[src/sv/u2l_pkg.sv]
package u2l_pkg;

    localparam int QDepth = 4;
    localparam int QPtrW  = $clog2(QDepth);
    localparam int QCntW  = $clog2(QDepth + 1);

    localparam logic [7:0] QMark = 8'h3F;

    typedef struct packed {
        logic       two;
        logic [7:0] b0;
        logic [7:0] b1;
    } u2l_res_t;

    typedef struct packed {
        logic full;
        logic empty;
    } u2l_qstat_t;

    function automatic logic [1:0] lead_len(input logic [7:0] b);
        logic [1:0] len;
        len = 2'd0;
        if (b[7:5] == 3'b110) len = 2'd1;
        else if (b[7:4] == 4'b1110) len = 2'd2;
        else if (b[7:3] == 5'b11110) len = 2'd3;
        return len;
    endfunction

endpackage

[src/sv/utf8_to_latin1_transcoder_unit.sv]
// utf8 to latin1 transcoder
// input channel s_*: one utf8 byte per beat, s_in_last on the final byte of a string
// output channel m_*: result bytes, m_run_last on the last result of an input beat
// cfg_wr_en / cfg_wr_data write the mode bit (1 = latin1, 0 = passthrough); the user
// must write it only while idle, the block does not enforce this; an input beat causes
// zero, one or two results; a front stage decodes the beat and pushes its results as
// one entry into a 4-entry queue, a back stage drains the queue into an output register
// that drives m_*; a result goes through its queue entry and then that output register
// throughput: one input beat per cycle while the queue is not full; an entry holding
// two results leaves the queue only once both have passed the single output register
// reset: mode returns to latin1, held sequence, queue and output are cleared
// when the receiver stalls the queue fills and s_ready drops once 4 entries wait
module utf8_to_latin1_transcoder_unit import u2l_pkg::*; (
    input  logic       aclk,
    input  logic       aresetn,
    input  logic       cfg_wr_en,
    input  logic       cfg_wr_data,
    input  logic       s_valid,
    output logic       s_ready,
    input  logic [7:0] s_in_byte,
    input  logic       s_in_last,
    output logic       m_valid,
    input  logic       m_ready,
    output logic [7:0] m_out_byte,
    output logic       m_run_last
);

    logic       push, pop;
    u2l_res_t   push_data, head;
    u2l_qstat_t q_stat;

    u2l_front u_front (
        .aclk        (aclk),
        .aresetn     (aresetn),
        .cfg_wr_en   (cfg_wr_en),
        .cfg_wr_data (cfg_wr_data),
        .s_valid     (s_valid),
        .s_ready     (s_ready),
        .s_in_byte   (s_in_byte),
        .s_in_last   (s_in_last),
        .q_stat      (q_stat),
        .push        (push),
        .push_data   (push_data)
    );

    u2l_queue u_queue (
        .aclk      (aclk),
        .aresetn   (aresetn),
        .push      (push),
        .push_data (push_data),
        .pop       (pop),
        .head      (head),
        .q_stat    (q_stat)
    );

    u2l_back u_back (
        .aclk       (aclk),
        .aresetn    (aresetn),
        .head       (head),
        .q_stat     (q_stat),
        .pop        (pop),
        .m_valid    (m_valid),
        .m_ready    (m_ready),
        .m_out_byte (m_out_byte),
        .m_run_last (m_run_last)
    );

    a_push_not_full: assert property (@(posedge aclk) disable iff (!aresetn)
        push |-> !q_stat.full) else $error("push into full queue");

    a_pop_not_empty: assert property (@(posedge aclk) disable iff (!aresetn)
        pop |-> !q_stat.empty) else $error("pop from empty queue");

    a_second_follows: assert property (@(posedge aclk) disable iff (!aresetn)
        (m_valid && !m_run_last) |=> m_valid) else $error("second result missing");

    a_pair_stays: assert property (@(posedge aclk) disable iff (!aresetn)
        (m_valid && !m_run_last) |-> !q_stat.empty) else $error("pair entry left queue early");

endmodule

[src/sv/u2l_front.sv]
module u2l_front import u2l_pkg::*; (
    input  logic       aclk,
    input  logic       aresetn,
    input  logic       cfg_wr_en,
    input  logic       cfg_wr_data,
    input  logic       s_valid,
    output logic       s_ready,
    input  logic [7:0] s_in_byte,
    input  logic       s_in_last,
    input  u2l_qstat_t q_stat,
    output logic       push,
    output u2l_res_t   push_data
);

    logic       mode_reg;
    logic [2:0] held_cnt_reg, held_cnt_next;
    logic [1:0] need_cnt_reg, need_cnt_next;
    logic [7:0] held_reg [3];

    logic       accept;
    logic       emit;
    logic [7:0] c1, c2, cp_byte;
    logic       complete;

    assign s_ready = !q_stat.full;
    assign accept  = s_valid && s_ready;
    assign push    = accept && emit;

    assign c1       = (held_cnt_reg == 3'd1) ? s_in_byte : held_reg[1];
    assign c2       = (held_cnt_reg == 3'd2) ? s_in_byte : held_reg[2];
    assign complete = held_cnt_reg >= {1'b0, need_cnt_reg};

    // code point of the held sequence completed by this beat
    always_comb begin
        cp_byte = QMark;
        case (need_cnt_reg)
            2'd1: begin
                if (held_reg[0][4:2] == 3'd0) cp_byte = {held_reg[0][1:0], c1[5:0]};
            end
            2'd2: begin
                if (held_reg[0][3:0] == 4'd0 && c1[5:2] == 4'd0)
                    cp_byte = {c1[1:0], c2[5:0]};
            end
            2'd3: begin
                if (held_reg[0][2:0] == 3'd0 && c1[5:0] == 6'd0 && c2[5:2] == 4'd0)
                    cp_byte = {c2[1:0], s_in_byte[5:0]};
            end
            default: cp_byte = QMark;
        endcase
    end

    always_comb begin
        emit           = 1'b0;
        push_data.two  = 1'b0;
        push_data.b0   = s_in_byte;
        push_data.b1   = s_in_byte;
        held_cnt_next  = held_cnt_reg;
        need_cnt_next  = need_cnt_reg;
        if (!mode_reg) begin
            emit          = 1'b1;
            held_cnt_next = 3'd0;
            need_cnt_next = 2'd0;
        end else if (held_cnt_reg == 3'd0) begin
            if (!s_in_byte[7]) begin
                emit = 1'b1;
            end else if (lead_len(s_in_byte) != 2'd0 && !s_in_last) begin
                held_cnt_next = 3'd1;
                need_cnt_next = lead_len(s_in_byte);
            end
        end else if (complete) begin
            emit          = 1'b1;
            push_data.b0  = cp_byte;
            held_cnt_next = 3'd0;
            need_cnt_next = 2'd0;
        end else begin
            held_cnt_next = held_cnt_reg + 3'd1;
            if (s_in_last) begin
                // incomplete at end: bytes after the lead are decoded again
                if (held_cnt_reg == 3'd1) begin
                    emit = !s_in_byte[7];
                end else if (!held_reg[1][7]) begin
                    emit          = 1'b1;
                    push_data.b0  = held_reg[1];
                    push_data.two = !s_in_byte[7];
                end else if (held_reg[1][7:5] == 3'b110) begin
                    emit         = 1'b1;
                    push_data.b0 = (held_reg[1][4:2] == 3'd0) ?
                                   {held_reg[1][1:0], s_in_byte[5:0]} : QMark;
                end else begin
                    emit = !s_in_byte[7];
                end
            end
        end
        if (s_in_last) begin
            held_cnt_next = 3'd0;
            need_cnt_next = 2'd0;
        end
    end

    always_ff @(posedge aclk) begin
        if (!aresetn) begin
            mode_reg     <= 1'b1;
            held_cnt_reg <= 3'd0;
            need_cnt_reg <= 2'd0;
        end else begin
            if (cfg_wr_en) mode_reg <= cfg_wr_data;
            if (accept) begin
                held_cnt_reg <= held_cnt_next;
                need_cnt_reg <= need_cnt_next;
            end
        end
    end

    always_ff @(posedge aclk) begin
        if (accept && mode_reg) begin
            if (held_cnt_reg == 3'd0) held_reg[0] <= s_in_byte;
            else if (held_cnt_reg == 3'd1) held_reg[1] <= s_in_byte;
            else if (held_cnt_reg == 3'd2) held_reg[2] <= s_in_byte;
        end
    end

endmodule

[src/sv/u2l_queue.sv]
module u2l_queue import u2l_pkg::*; (
    input  logic       aclk,
    input  logic       aresetn,
    input  logic       push,
    input  u2l_res_t   push_data,
    input  logic       pop,
    output u2l_res_t   head,
    output u2l_qstat_t q_stat
);

    u2l_res_t         mem_reg [QDepth];
    logic [QPtrW-1:0] wr_ptr_reg, rd_ptr_reg;
    logic [QCntW-1:0] cnt_reg;

    assign head         = mem_reg[rd_ptr_reg];
    assign q_stat.full  = cnt_reg == QCntW'(QDepth);
    assign q_stat.empty = cnt_reg == '0;

    always_ff @(posedge aclk) begin
        if (push) mem_reg[wr_ptr_reg] <= push_data;
    end

    always_ff @(posedge aclk) begin
        if (!aresetn) begin
            wr_ptr_reg <= '0;
            rd_ptr_reg <= '0;
            cnt_reg    <= '0;
        end else begin
            if (push) wr_ptr_reg <= (wr_ptr_reg == QPtrW'(QDepth - 1)) ? '0 : wr_ptr_reg + 1'b1;
            if (pop)  rd_ptr_reg <= (rd_ptr_reg == QPtrW'(QDepth - 1)) ? '0 : rd_ptr_reg + 1'b1;
            case ({push, pop})
                2'b10:   cnt_reg <= cnt_reg + 1'b1;
                2'b01:   cnt_reg <= cnt_reg - 1'b1;
                default: cnt_reg <= cnt_reg;
            endcase
        end
    end

endmodule

[src/sv/u2l_back.sv]
module u2l_back import u2l_pkg::*; (
    input  logic       aclk,
    input  logic       aresetn,
    input  u2l_res_t   head,
    input  u2l_qstat_t q_stat,
    output logic       pop,
    output logic       m_valid,
    input  logic       m_ready,
    output logic [7:0] m_out_byte,
    output logic       m_run_last
);

    logic       m_valid_reg;
    logic [7:0] byte_reg;
    logic       last_reg;
    logic       phase_reg;
    logic       load;
    logic       first_of_two;

    assign load         = !q_stat.empty && (!m_valid_reg || m_ready);
    assign first_of_two = head.two && !phase_reg;
    assign pop          = load && !first_of_two;

    assign m_valid    = m_valid_reg;
    assign m_out_byte = byte_reg;
    assign m_run_last = last_reg;

    always_ff @(posedge aclk) begin
        if (!aresetn) begin
            m_valid_reg <= 1'b0;
            phase_reg   <= 1'b0;
        end else if (load) begin
            m_valid_reg <= 1'b1;
            phase_reg   <= first_of_two;
        end else if (m_ready) begin
            m_valid_reg <= 1'b0;
        end
    end

    always_ff @(posedge aclk) begin
        if (load) begin
            byte_reg <= phase_reg ? head.b1 : head.b0;
            last_reg <= !first_of_two;
        end
    end

endmodule

[config.mk]
export PLATFORM = sky130hd
export DESIGN_NAME = utf8_to_latin1_transcoder_unit
export DESIGN_NICKNAME = d
export VERILOG_FILES = /design/src/sv/u2l_pkg.sv /design/src/sv/utf8_to_latin1_transcoder_unit.sv /design/src/sv/u2l_front.sv /design/src/sv/u2l_queue.sv /design/src/sv/u2l_back.sv
export SDC_FILE = /design/constraint.sdc
export NUM_CORES = 1
export LEC_CHECK = 0
export ABC_AREA = 0
export BUFFER_PORTS_ARGS = -buffer_cell sky130_fd_sc_hd__buf_2
export CORE_UTILIZATION = 25
export DETAILED_ROUTE_END_ITERATION = 8
export HOLD_SLACK_MARGIN = 0.1
export PLACE_DENSITY = 0.51
export SETUP_SLACK_MARGIN = 0.05
export SLEW_MARGIN = 25
export SYNTH_ARGS = -nofsm -noshare
export SYNTH_HDL_FRONTEND = slang
export SYNTH_SLANG_ARGS = --single-unit
[constraint.sdc]
create_clock -name aclk -period 2.9 [get_ports aclk]
set_input_delay 0.435 -clock aclk [delete_from_list [all_inputs] [get_ports aclk]]
set_output_delay 0.435 -clock aclk [all_outputs]
set_load 0.1 [all_outputs]
==> flow_summary.html, run 1 <==
<table>
<tr><th>Metric</th><th>Value</th></tr>
<tr><th colspan="2">STA</th></tr>
<tr><td>Final max-slew violation count</td><td>0</td></tr>
<tr><td>Final period demand of the worst path</td><td>~2.8 ns</td></tr>
<tr><td>Final setup margin</td><td>0.1141 ns</td></tr>
<tr><td>Normalized max-slew margin</td><td>a little under three fifths</td></tr>
<tr><td>Unrepaired setup endpoints after global routing</td><td>yes</td></tr>
<tr><td>Max Fclk</td><td>0.3590 GHz</td></tr>
<tr><td>Total Neg Setup Slack</td><td>0 ns</td></tr>
<tr><td>Slew of the pin with the lowest slew margin</td><td>about 0.65 ns</td></tr>
<tr><td>Count of endpoints failing hold in the final timing report</td><td>0</td></tr>
<tr><td>Final number of setup-violating endpoints</td><td>0</td></tr>
<tr><td>Crit share post-route</td><td>slightly below 100%</td></tr>
<tr><td>Clock tree skew after final layout</td><td>0.008086 ns</td></tr>
<tr><th colspan="2">Yosys</th></tr>
<tr><td>Area leader, netlist</td><td>sky130_fd_sc_hd__edfxtp_1</td></tr>
<tr><td>Async set-or-reset flop fraction in the synthesized netlist</td><td>0%</td></tr>
<tr><td>Netlist area before placement</td><td>between 5000 and 6000 µm²</td></tr>
<tr><td>Commonest cells in the netlist</td><td>sky130_fd_sc_hd__edfxtp_1 (96), sky130_fd_sc_hd__nand2_1 (58), sky130_fd_sc_hd__dfxtp_1 (17), sky130_fd_sc_hd__mux4_2 (17), sky130_fd_sc_hd__inv_1 (13)</td></tr>
<tr><td>Number of enable flip-flop cells after synthesis</td><td>96</td></tr>
<tr><td>Post-synthesis net count</td><td>between 400 and 500</td></tr>
<tr><td>Average cell area after synthesis</td><td>~14 µm²</td></tr>
<tr><td>Count of unique library cells instantiated by Yosys</td><td>54</td></tr>
<tr><td>Sequential area share after synthesis</td><td>62.75%</td></tr>
<tr><td>Mapped Cells</td><td>around 380</td></tr>
<tr><td>Most frequently used cell type in the post-synthesis netlist</td><td>sky130_fd_sc_hd__edfxtp_1</td></tr>
<tr><td>Register bit total from synthesis</td><td>113</td></tr>
<tr><td>Area share of the leading cell type in the synthesized netlist</td><td>a little under three fifths</td></tr>
<tr><td>Yosys warning count</td><td>0</td></tr>
<tr><td>Primary flip-flop cell chosen by synthesis mapping</td><td>sky130_fd_sc_hd__edfxtp_1</td></tr>
<tr><td>Most area-consuming cells after synthesis</td><td>sky130_fd_sc_hd__edfxtp_1 (56%), sky130_fd_sc_hd__mux4_2 (7.5%), sky130_fd_sc_hd__dfxtp_1 (6.6%)</td></tr>
<tr><th colspan="2">Worst setup path</th></tr>
<tr><td>Required arrival time at the worst endpoint</td><td>3.24 ns</td></tr>
<tr><td>Kind of start point of the critical path</td><td>flip-flop</td></tr>
<tr><td>FF-to-FF Start</td><td>u_front.held_cnt_reg[0]$_SDFFE_PN0P_</td></tr>
<tr><td>Type of element capturing the critical path</td><td>flip-flop</td></tr>
<tr><td>Crit-path max FO</td><td>3</td></tr>
<tr><td>Setup slack of the most critical reg-to-reg path</td><td>~0.11 ns</td></tr>
<tr><td>Path depth of the worst reg2reg path</td><td>13</td></tr>
<tr><td>Arr. time, crit path</td><td>roughly 3.1 ns</td></tr>
<tr><td>Worst reg2reg path endpoint</td><td>u_queue.cnt_reg[2]$_SDFFE_PN0P_</td></tr>
<tr><td>Critical path class</td><td>reg2reg</td></tr>
<tr><th colspan="2">Pwr</th></tr>
<tr><td>Leakage power figure</td><td>0.002202 µW</td></tr>
<tr><td>Pwr/cell area</td><td>~920 nW/µm²</td></tr>
<tr><td>Worst VDD drop</td><td>0.0003563 V</td></tr>
<tr><td>Total power of the final layout</td><td>between 5000 and 6000 µW</td></tr>
<tr><th colspan="2">Detailed routing</th></tr>
<tr><td>Number of DRC violations after detailed routing</td><td>0</td></tr>
<tr><td>Wirelength per Cell</td><td>16.09 µm</td></tr>
<tr><td>Wirelength, routed</td><td>roughly 11,000 µm</td></tr>
<tr><td>Post-route antenna net violation count</td><td>0</td></tr>
<tr><td>Violation count after the first detailed-routing iteration</td><td>approximately 230</td></tr>
<tr><td>First-pass iteration count of the detailed router</td><td>4</td></tr>
<tr><td>DR vias</td><td>around 3,200</td></tr>
<tr><td>Vias per std cell</td><td>between 4 and 5</td></tr>
<tr><th colspan="2">Layout</th></tr>
<tr><td>Ratio of cells with drive above 1 in the final layout</td><td>between 20 and 30%</td></tr>
<tr><td>Number of flip-flops in the largest register</td><td>around 70</td></tr>
<tr><td>Area of combinational cells with multiple inputs</td><td>~1800 µm²</td></tr>
<tr><td>Synthesis-to-finish area growth</td><td>23.12%</td></tr>
<tr><td>Nets@finish</td><td>roughly 460</td></tr>
<tr><td>Area taken by flip-flops and latches</td><td>between 3000 and 4000 µm²</td></tr>
<tr><td>Final non-filler cell total</td><td>~700</td></tr>
<tr><td>Fillcell total</td><td>just over 2,000</td></tr>
<tr><td>Number of antenna cells inserted</td><td>0</td></tr>
<tr><th colspan="2">Placement</th></tr>
<tr><td>Pre-CTS setup slack</td><td>~0.016 ns</td></tr>
<tr><td>Dpl hpwl</td><td>7882 µm</td></tr>
<tr><td>Routability congestion estimate</td><td>between 0.8 and 0.9</td></tr>
<tr><td>Cell count after placement</td><td>680</td></tr>
<tr><td>Count of buffers from port buffering</td><td>25</td></tr>
<tr><th colspan="2">Global route</th></tr>
<tr><td>Total overflow reported by the global router</td><td>0</td></tr>
<tr><td>GRT Util Overall</td><td>a little under an eighth</td></tr>
<tr><td>Initial antenna violation count</td><td>0</td></tr>
<tr><td>Largest net degree at the start of global routing</td><td>18</td></tr>
<tr><td>Wire length of the first global-routing pass</td><td>18,600 µm</td></tr>
<tr><td>Vias in the first global route</td><td>approximately 3,400</td></tr>
<tr><th colspan="2">Outcome</th></tr>
<tr><td>Result of the run</td><td>finished, final reports clean</td></tr>
<tr><th colspan="2">Clock network</th></tr>
<tr><td>Deepest clock path buffer count</td><td>2</td></tr>
<tr><td>Number of levels the H-tree was split into</td><td>4</td></tr>
<tr><td>Sink Count</td><td>around 110</td></tr>
<tr><td>Clk Latency, worst-skew pair</td><td>roughly 0.41 ns</td></tr>
<tr><td>Clock slew at the register clock pins of the worst setup and hold paths</td><td>approximately 0.050 ns</td></tr>
<tr><td>CTS tree</td><td>done</td></tr>
<tr><td>CTS Root Cell</td><td>sky130_fd_sc_hd__clkbuf_16</td></tr>
<tr><td>Number of buffers inserted during clock tree synthesis</td><td>17</td></tr>
<tr><th colspan="2">Worst hold path</th></tr>
<tr><td>Min-Delay Path Class</td><td>in2reg</td></tr>
<tr><td>Hold Crit Endpoint</td><td>u_front.mode_reg$_SDFFE_PN1P_</td></tr>
<tr><td>Worst hold path depth</td><td>3</td></tr>
<tr><td>Worst Hold Launch</td><td>cfg_wr_data</td></tr>
<tr><th colspan="2">Die</th></tr>
<tr><td>Number of placement rows</td><td>between 50 and 60</td></tr>
<tr><td>Vertical die dimension</td><td>145.3 µm</td></tr>
<tr><td>Horizontal extent of the die</td><td>approximately 150 µm</td></tr>
<tr><td>Area of the die</td><td>between 20,000 and 25,000 µm²</td></tr>
<tr><td>Initial cell density of the core</td><td>around a quarter</td></tr>
<tr><td>Number of I/O pins</td><td>26</td></tr>
<tr><td>Std-Cell Core Area</td><td>around 20,000 µm²</td></tr>
<tr><th colspan="2">Run</th></tr>
<tr><td>Count of maximum capacitance violations</td><td>0</td></tr>
</table>
metrics by stage:
stage / cell area (µm²) / utilization (%) / hold slack, ns
finish: 6324 / 31.35 / 0.2426
detailed placement: 5707 / 28.29 / 0.4739
CTS: 6311 / 31.29 / 0.2172
floorplan: 5155 / - / 0.4895
global route: 6324 / 31.35 / 0.2356
global placement: 5707 / 28.29 / 0.4598
critical path, stage by stage, from the launching register on:
cell	delay (ns)
sky130_fd_sc_hd__dfxtp_2	0.33
sky130_fd_sc_hd__inv_1	0.05
sky130_fd_sc_hd__ha_1	0.26
sky130_fd_sc_hd__nand2b_4	0.15
sky130_fd_sc_hd__a211o_4	0.35
sky130_fd_sc_hd__o21ai_4	0.15
sky130_fd_sc_hd__a31oi_4	0.10
sky130_fd_sc_hd__inv_1	0.08
sky130_fd_sc_hd__ha_2	0.18
sky130_fd_sc_hd__inv_1	0.05
sky130_fd_sc_hd__fa_1	0.39
sky130_fd_sc_hd__xor2_1	0.17
sky130_fd_sc_hd__or3_1	0.32
sky130_fd_sc_hd__a21boi_1	0.12
how the worst max path moves through the flow:
stage | start | slack [ns] | cells past startpoint | end
floorplan | u_front.held_cnt_reg[0]$_SDFFE_PN0P_ | 0.07 | 13 | u_queue.cnt_reg[2]$_SDFFE_PN0P_
global placement | u_front.held_cnt_reg[0]$_SDFFE_PN0P_ | 0.09 | 13 | u_queue.cnt_reg[2]$_SDFFE_PN0P_
detailed placement | u_front.held_cnt_reg[0]$_SDFFE_PN0P_ | 0.02 | 13 | u_queue.cnt_reg[2]$_SDFFE_PN0P_
CTS | u_front.held_cnt_reg[0]$_SDFFE_PN0P_ | 0.07 | 13 | u_queue.cnt_reg[2]$_SDFFE_PN0P_
global route | u_front.held_cnt_reg[0]$_SDFFE_PN0P_ | -0.004 | 13 | u_queue.cnt_reg[2]$_SDFFE_PN0P_
finish | u_front.held_cnt_reg[0]$_SDFFE_PN0P_ | 0.11 | 13 | u_queue.cnt_reg[2]$_SDFFE_PN0P_
routing by layer:
layer / part of all wire, % / routed length [µm] / vias up / track usage [%]
li1: - / - / 1535 / -
met1: 45 / 5144 / 1610 / 13.98
met2: 50 / 5703 / 72 / 19.86
met3: 4.1 / 469 / 16 / 3.636
met4: 1.4 / 155 / 0 / 4.368
met5: 0 / 0 / - / 0
cell families after synthesis:
logic type	synth area share [%]
compound gates	8.429
buf+inv	2.558
xor+xnor	0.3411
simple gates	12.35
mux	10.26
flops	62.75
fa+ha+maj	3.313
cells in the final DEF, fill, tap and decap left out, types with 13 or more instances in the layout:
| master | instances |
|---|---|
| sky130_fd_sc_hd__buf_2 | 25 |
| sky130_fd_sc_hd__buf_4 | 24 |
| sky130_fd_sc_hd__clkbuf_16 | 17 |
| sky130_fd_sc_hd__dfxtp_1 | 16 |
| sky130_fd_sc_hd__edfxtp_1 | 96 |
| sky130_fd_sc_hd__inv_1 | 13 |
| sky130_fd_sc_hd__mux4_2 | 17 |
| sky130_fd_sc_hd__nand2_1 | 58 |
timing repair:
action                                  4_1_cts  5_1_grt
pin swaps                                     0        1
setup buffers                                 0        1
gates cloned                                  0        0
endpoints found under the setup margin        1        2
resized for setup                             4        1
hold buffers                                  0        0
cell type report:
type / count / share of cell area (%)
multi-input cells: 236 / 28.69
clock inverters: 15 / 2.651
well taps: 270 / 5.342
repair buffers: 49 / 4.828
clock buffers: 17 / 6.727
flip-flops and latches: 113 / 50.99
inverters: 13 / 0.7717
report_power, final:
group / internal [µW] / total [µW] / switching (µW)
Sequential: 2040 / 2120 / 78.7
Clock: 1340 / 2070 / 727
Combinational: 476 / 1640 / 1160
Total: 3860 / 5830 / 1970
Power figures use the tool's default switching activity.
==> run 2, diff against run 1 <==
- ABC_AREA: 0 -> 1
- PLACE_DENSITY: 0.51 -> 0.47
==> run 2 against run 1 <==
Net effect:
- die area up 3.5%
- sequential power up 2%
- clock power about the same
- worst hold slack got worse by 0.015 ns
- sequential share of layout area down 0.81 points
- count of clock-buffer cells in the layout did not move
- combinational power up 23%
- via count rose by 23%
- largest cell class unchanged
- largest power group unchanged
- highest routed layer unchanged
==> flow_summary.html, run 2 <==
<table>
<tr><th>Metric</th><th>Value</th></tr>
<tr><th colspan="2">Outcome</th></tr>
<tr><td>Result of the run</td><td>finished, final reports clean</td></tr>
<tr><th colspan="2">STA</th></tr>
<tr><td>Final number of setup-violating endpoints</td><td>0 (unchanged)</td></tr>
<tr><td>Final setup margin</td><td>0.3360 ns (+0.2218 ns)</td></tr>
<tr><td>Unrepaired setup endpoints after global routing</td><td>no</td></tr>
<tr><td>Crit share post-route</td><td>88.41% (-7.6 points)</td></tr>
<tr><td>Final period demand of the worst path</td><td>2.564 ns (-0.2218 ns)</td></tr>
<tr><td>Clock tree skew after final layout</td><td>0.01627 ns (+0.008180 ns)</td></tr>
<tr><td>Max Fclk</td><td>0.3900 GHz (+8.7%)</td></tr>
<tr><td>Total Neg Setup Slack</td><td>0 ns (unchanged)</td></tr>
<tr><td>Slew of the pin with the lowest slew margin</td><td>0.5913 ns (-0.06149 ns)</td></tr>
<tr><td>Count of endpoints failing hold in the final timing report</td><td>0 (unchanged)</td></tr>
<tr><td>Normalized max-slew margin</td><td>60.28% (+3.9 points)</td></tr>
<tr><td>Final max-slew violation count</td><td>0 (unchanged)</td></tr>
<tr><th colspan="2">Worst hold path</th></tr>
<tr><td>Worst Hold Launch</td><td>cfg_wr_en</td></tr>
<tr><td>Min-Delay Path Class</td><td>in2reg</td></tr>
<tr><th colspan="2">Worst setup path</th></tr>
<tr><td>Arr. time, crit path</td><td>2.91 ns (-0.21 ns)</td></tr>
<tr><td>Critical path class</td><td>reg2reg</td></tr>
<tr><td>Crit-path max FO</td><td>10 (+7)</td></tr>
<tr><td>Type of element capturing the critical path</td><td>flip-flop</td></tr>
<tr><td>Setup slack of the most critical reg-to-reg path</td><td>0.34 ns (+0.22 ns)</td></tr>
<tr><td>FF-to-FF Start</td><td>u_front.need_cnt_reg[1]$_SDFFE_PN0P_</td></tr>
<tr><td>Startpoint of the most critical setup path</td><td>u_front.need_cnt_reg[1]$_SDFFE_PN0P_</td></tr>
<tr><td>Kind of start point of the critical path</td><td>flip-flop</td></tr>
<tr><td>Required arrival time at the worst endpoint</td><td>3.24 ns (about the same)</td></tr>
<tr><th colspan="2">Global route</th></tr>
<tr><td>GRT Util Overall</td><td>12.30% (+0.57 points)</td></tr>
<tr><td>Vias in the first global route</td><td>3,824 (+13%)</td></tr>
<tr><td>Initial antenna violation count</td><td>0 (unchanged)</td></tr>
<tr><td>Total overflow reported by the global router</td><td>0 (unchanged)</td></tr>
<tr><td>Wire length of the first global-routing pass</td><td>20,350 µm (+9.4%)</td></tr>
<tr><td>Largest net degree at the start of global routing</td><td>35 (+17)</td></tr>
<tr><th colspan="2">Die</th></tr>
<tr><td>Std-Cell Core Area</td><td>20,560 µm² (+1.9%)</td></tr>
<tr><td>Number of placement rows</td><td>52 (unchanged)</td></tr>
<tr><td>Horizontal extent of the die</td><td>147.8 µm (+1.7%)</td></tr>
<tr><td>Number of I/O pins</td><td>26 (unchanged)</td></tr>
<tr><td>Vertical die dimension</td><td>147.8 µm (+1.7%)</td></tr>
<tr><td>Area of the die</td><td>21,860 µm² (+3.5%)</td></tr>
<tr><td>Initial cell density of the core</td><td>25.86% (+0.40 points)</td></tr>
<tr><th colspan="2">Pwr</th></tr>
<tr><td>Leakage power figure</td><td>0.002459 µW (+12%)</td></tr>
<tr><td>Pwr/cell area</td><td>971.0 nW/µm² (+5.4%)</td></tr>
<tr><td>Total power of the final layout</td><td>6237 µW (+7.0%)</td></tr>
<tr><td>Worst VDD drop</td><td>0.0003932 V (+10%)</td></tr>
<tr><th colspan="2">Layout</th></tr>
<tr><td>Number of antenna cells inserted</td><td>0 (unchanged)</td></tr>
<tr><td>Number of flip-flops in the largest register</td><td>68 (unchanged)</td></tr>
<tr><td>Leading cell type in the layout, fill and taps excluded</td><td>sky130_fd_sc_hd__nand2_1</td></tr>
<tr><td>Synthesis-to-finish area growth</td><td>20.80%</td></tr>
<tr><td>Ratio of cells with drive above 1 in the final layout</td><td>14.89% (-11 points)</td></tr>
<tr><td>Summed area of non-filler cells in the final layout</td><td>6424 µm² (+1.6%)</td></tr>
<tr><td>Commonest cells after routing, fill and taps aside</td><td>sky130_fd_sc_hd__nand2_1 (112), sky130_fd_sc_hd__edfxtp_1 (96), sky130_fd_sc_hd__nor2_1 (94)</td></tr>
<tr><td>Nets@finish</td><td>626 (+37%)</td></tr>
<tr><td>Util after Layout</td><td>31.24% (-0.11 points)</td></tr>
<tr><th colspan="2">Detailed routing</th></tr>
<tr><td>Number of DRC violations after detailed routing</td><td>0 (unchanged)</td></tr>
<tr><td>Violation count after the first detailed-routing iteration</td><td>267 (+16%)</td></tr>
<tr><td>First-pass iteration count of the detailed router</td><td>5 (+1)</td></tr>
<tr><td>Wirelength per Cell</td><td>14.24 µm (-12%)</td></tr>
<tr><td>Post-route antenna net violation count</td><td>0 (unchanged)</td></tr>
<tr><td>Vias per std cell</td><td>4.499 (-0.77%)</td></tr>
<tr><td>DR vias</td><td>3,964 (+23%)</td></tr>
<tr><td>Wirelength, routed</td><td>12,540 µm (+9.3%)</td></tr>
<tr><th colspan="2">Yosys</th></tr>
<tr><td>Average cell area after synthesis</td><td>9.633 µm² (-29%)</td></tr>
<tr><td>Yosys warning count</td><td>0 (unchanged)</td></tr>
<tr><td>Count of unique library cells instantiated by Yosys</td><td>33 (-39%)</td></tr>
<tr><td>Sequential area share after synthesis</td><td>60.61% (-2.1 points)</td></tr>
<tr><td>Primary flip-flop cell chosen by synthesis mapping</td><td>sky130_fd_sc_hd__edfxtp_1</td></tr>
<tr><td>Commonest cells in the netlist</td><td>sky130_fd_sc_hd__nand2_1 (113), sky130_fd_sc_hd__edfxtp_1 (96), sky130_fd_sc_hd__nor2_1 (94)</td></tr>
<tr><td>Most frequently used cell type in the post-synthesis netlist</td><td>sky130_fd_sc_hd__nand2_1</td></tr>
<tr><td>Post-synthesis net count</td><td>580 (+43%)</td></tr>
<tr><td>Area share of the leading cell type in the synthesized netlist</td><td>54.21% (-1.9 points)</td></tr>
<tr><td>Netlist area before placement</td><td>5318 µm² (+3.5%)</td></tr>
<tr><td>Area leader, netlist</td><td>sky130_fd_sc_hd__edfxtp_1</td></tr>
<tr><td>Mapped Cells</td><td>552 (+46%)</td></tr>
<tr><td>Number of enable flip-flop cells after synthesis</td><td>96 (unchanged)</td></tr>
<tr><td>Register bit total from synthesis</td><td>113 (unchanged)</td></tr>
<tr><td>Most area-consuming cells after synthesis</td><td>sky130_fd_sc_hd__edfxtp_1 (54%), sky130_fd_sc_hd__nand2_1 (8.0%), sky130_fd_sc_hd__nor2_1 (6.6%)</td></tr>
<tr><td>Async set-or-reset flop fraction in the synthesized netlist</td><td>0% (unchanged)</td></tr>
<tr><th colspan="2">Clock network</th></tr>
<tr><td>Sink Count</td><td>113 (unchanged)</td></tr>
<tr><td>CTS tree</td><td>done</td></tr>
<tr><td>Number of buffers inserted during clock tree synthesis</td><td>17 (unchanged)</td></tr>
<tr><td>CTS Root Cell</td><td>sky130_fd_sc_hd__clkbuf_16</td></tr>
<tr><td>Deepest clock path buffer count</td><td>2 (unchanged)</td></tr>
<tr><td>Clk Latency, worst-skew pair</td><td>0.42 ns (about the same)</td></tr>
<tr><td>Clock slew at the register clock pins of the worst setup and hold paths</td><td>0.06 ns (about the same)</td></tr>
<tr><td>Number of hold-repair buffers added at the cts stage</td><td>0 (unchanged)</td></tr>
<tr><td>Number of levels the H-tree was split into</td><td>4 (unchanged)</td></tr>
<tr><th colspan="2">Placement</th></tr>
<tr><td>Count of buffers from port buffering</td><td>25 (unchanged)</td></tr>
<tr><td>Routability congestion estimate</td><td>0.8687 (-3.2%)</td></tr>
<tr><td>Post-detailed-placement cell area</td><td>5823 µm² (+2.0%)</td></tr>
<tr><td>Dpl hpwl</td><td>8473 µm (+7.5%)</td></tr>
<tr><td>Pre-CTS setup slack</td><td>0.2685 ns (+0.2523 ns)</td></tr>
<tr><th colspan="2">Run</th></tr>
<tr><td>Count of maximum capacitance violations</td><td>0 (unchanged)</td></tr>
</table>
run 2: changes by cell type after synthesis, moves of 17 or more:
cell | before | now
sky130_fd_sc_hd__o21ai_0 | 11 | 48
sky130_fd_sc_hd__nor2_1 | 10 | 94
sky130_fd_sc_hd__nand2_1 | 58 | 113
sky130_fd_sc_hd__mux4_2 | 17 | 0
sky130_fd_sc_hd__nand3_1 | 4 | 29
sky130_fd_sc_hd__inv_1 | 13 | 46
run 2: kinds of logic after synthesis:
| logic type | count (synthesis) | synth area share (%) |
|---|---|---|
| AO/OA/AOI/OAI | 105 | 10.73 |
| adder cells (fa/ha/maj) | 13 | 3.200 |
| buffers and inverters | 64 | 4.847 |
| flip-flops | 113 | 60.61 |
| AND/OR/NAND/NOR | 257 | 20.61 |
run 2: layout make-up:
class,count,area (µm²)
Sequential cell,113,3223
Clock buffer,17,425.4
Fill cell,2160,14140
Clock inverter,15,157.7
Timing Repair Buffer,41,245.2
Multi-Input combinational cell,375,1844
Inverter,50,190.2
Tap cell,270,337.8
run 2: report_power, final:
part	internal [µW]	switching (µW)	leakage [µW]
Clock	1270	796	0.000276
Combinational	482	1530	0.00116
Sequential	2090	75.2	0.00102
Total	3840	2400	0.00246
run 2: final timing paths:
kind                                        endpoint  cells after the start
hold / removal         u_front.mode_reg$_SDFFE_PN1P_                      2
setup / recovery     u_queue.cnt_reg[2]$_SDFFE_PN0P_                     16
hold reg to reg   u_queue.wr_ptr_reg[1]$_SDFFE_PN0P_                      2
setup reg to reg     u_queue.cnt_reg[2]$_SDFFE_PN0P_                     16
run 2: metal layers:
metal	global-route usage [%]	vias to the layer above	part of all wire (%)
li1	-	1988	-
met1	15.92	1884	48
met2	19.67	75	47
met3	3.210	17	3.8
met4	4.588	0	1.7
met5	0	-	0
run 2: what timing repair did:
action,4_1_cts,5_1_grt
endpoints found under the setup margin,0,1
buffers inserted,0,2
hold endpoints to repair,0,0
gates resized for setup,0,1
run 2: critical path, cell delays in order (launching register included):
cell and delay [ns]:
sky130_fd_sc_hd__dfxtp_1 0.37, sky130_fd_sc_hd__inv_2 0.11, sky130_fd_sc_hd__ha_1 0.29, sky130_fd_sc_hd__a21boi_1 0.13
sky130_fd_sc_hd__nor3_2 0.15, sky130_fd_sc_hd__nand2_1 0.07, sky130_fd_sc_hd__nand2_1 0.06, sky130_fd_sc_hd__nand3_1 0.12
sky130_fd_sc_hd__nand2_2 0.14, sky130_fd_sc_hd__ha_1 0.15, sky130_fd_sc_hd__inv_1 0.07, sky130_fd_sc_hd__fa_1 0.41
sky130_fd_sc_hd__nor2_1 0.11, sky130_fd_sc_hd__nor2_1 0.04, sky130_fd_sc_hd__nand2_1 0.07, sky130_fd_sc_hd__o21ai_0 0.07
sky130_fd_sc_hd__a21oi_1 0.12
run 2: per-stage QoR:
step           hold slack [ns]  std cells
2_1_floorplan           0.4585        552
3_3_place_gp            0.4728        847
3_5_place_dp            0.4912        847
4_1_cts                 0.2017        879
5_1_grt                 0.2445        881
6_report                0.2272        881
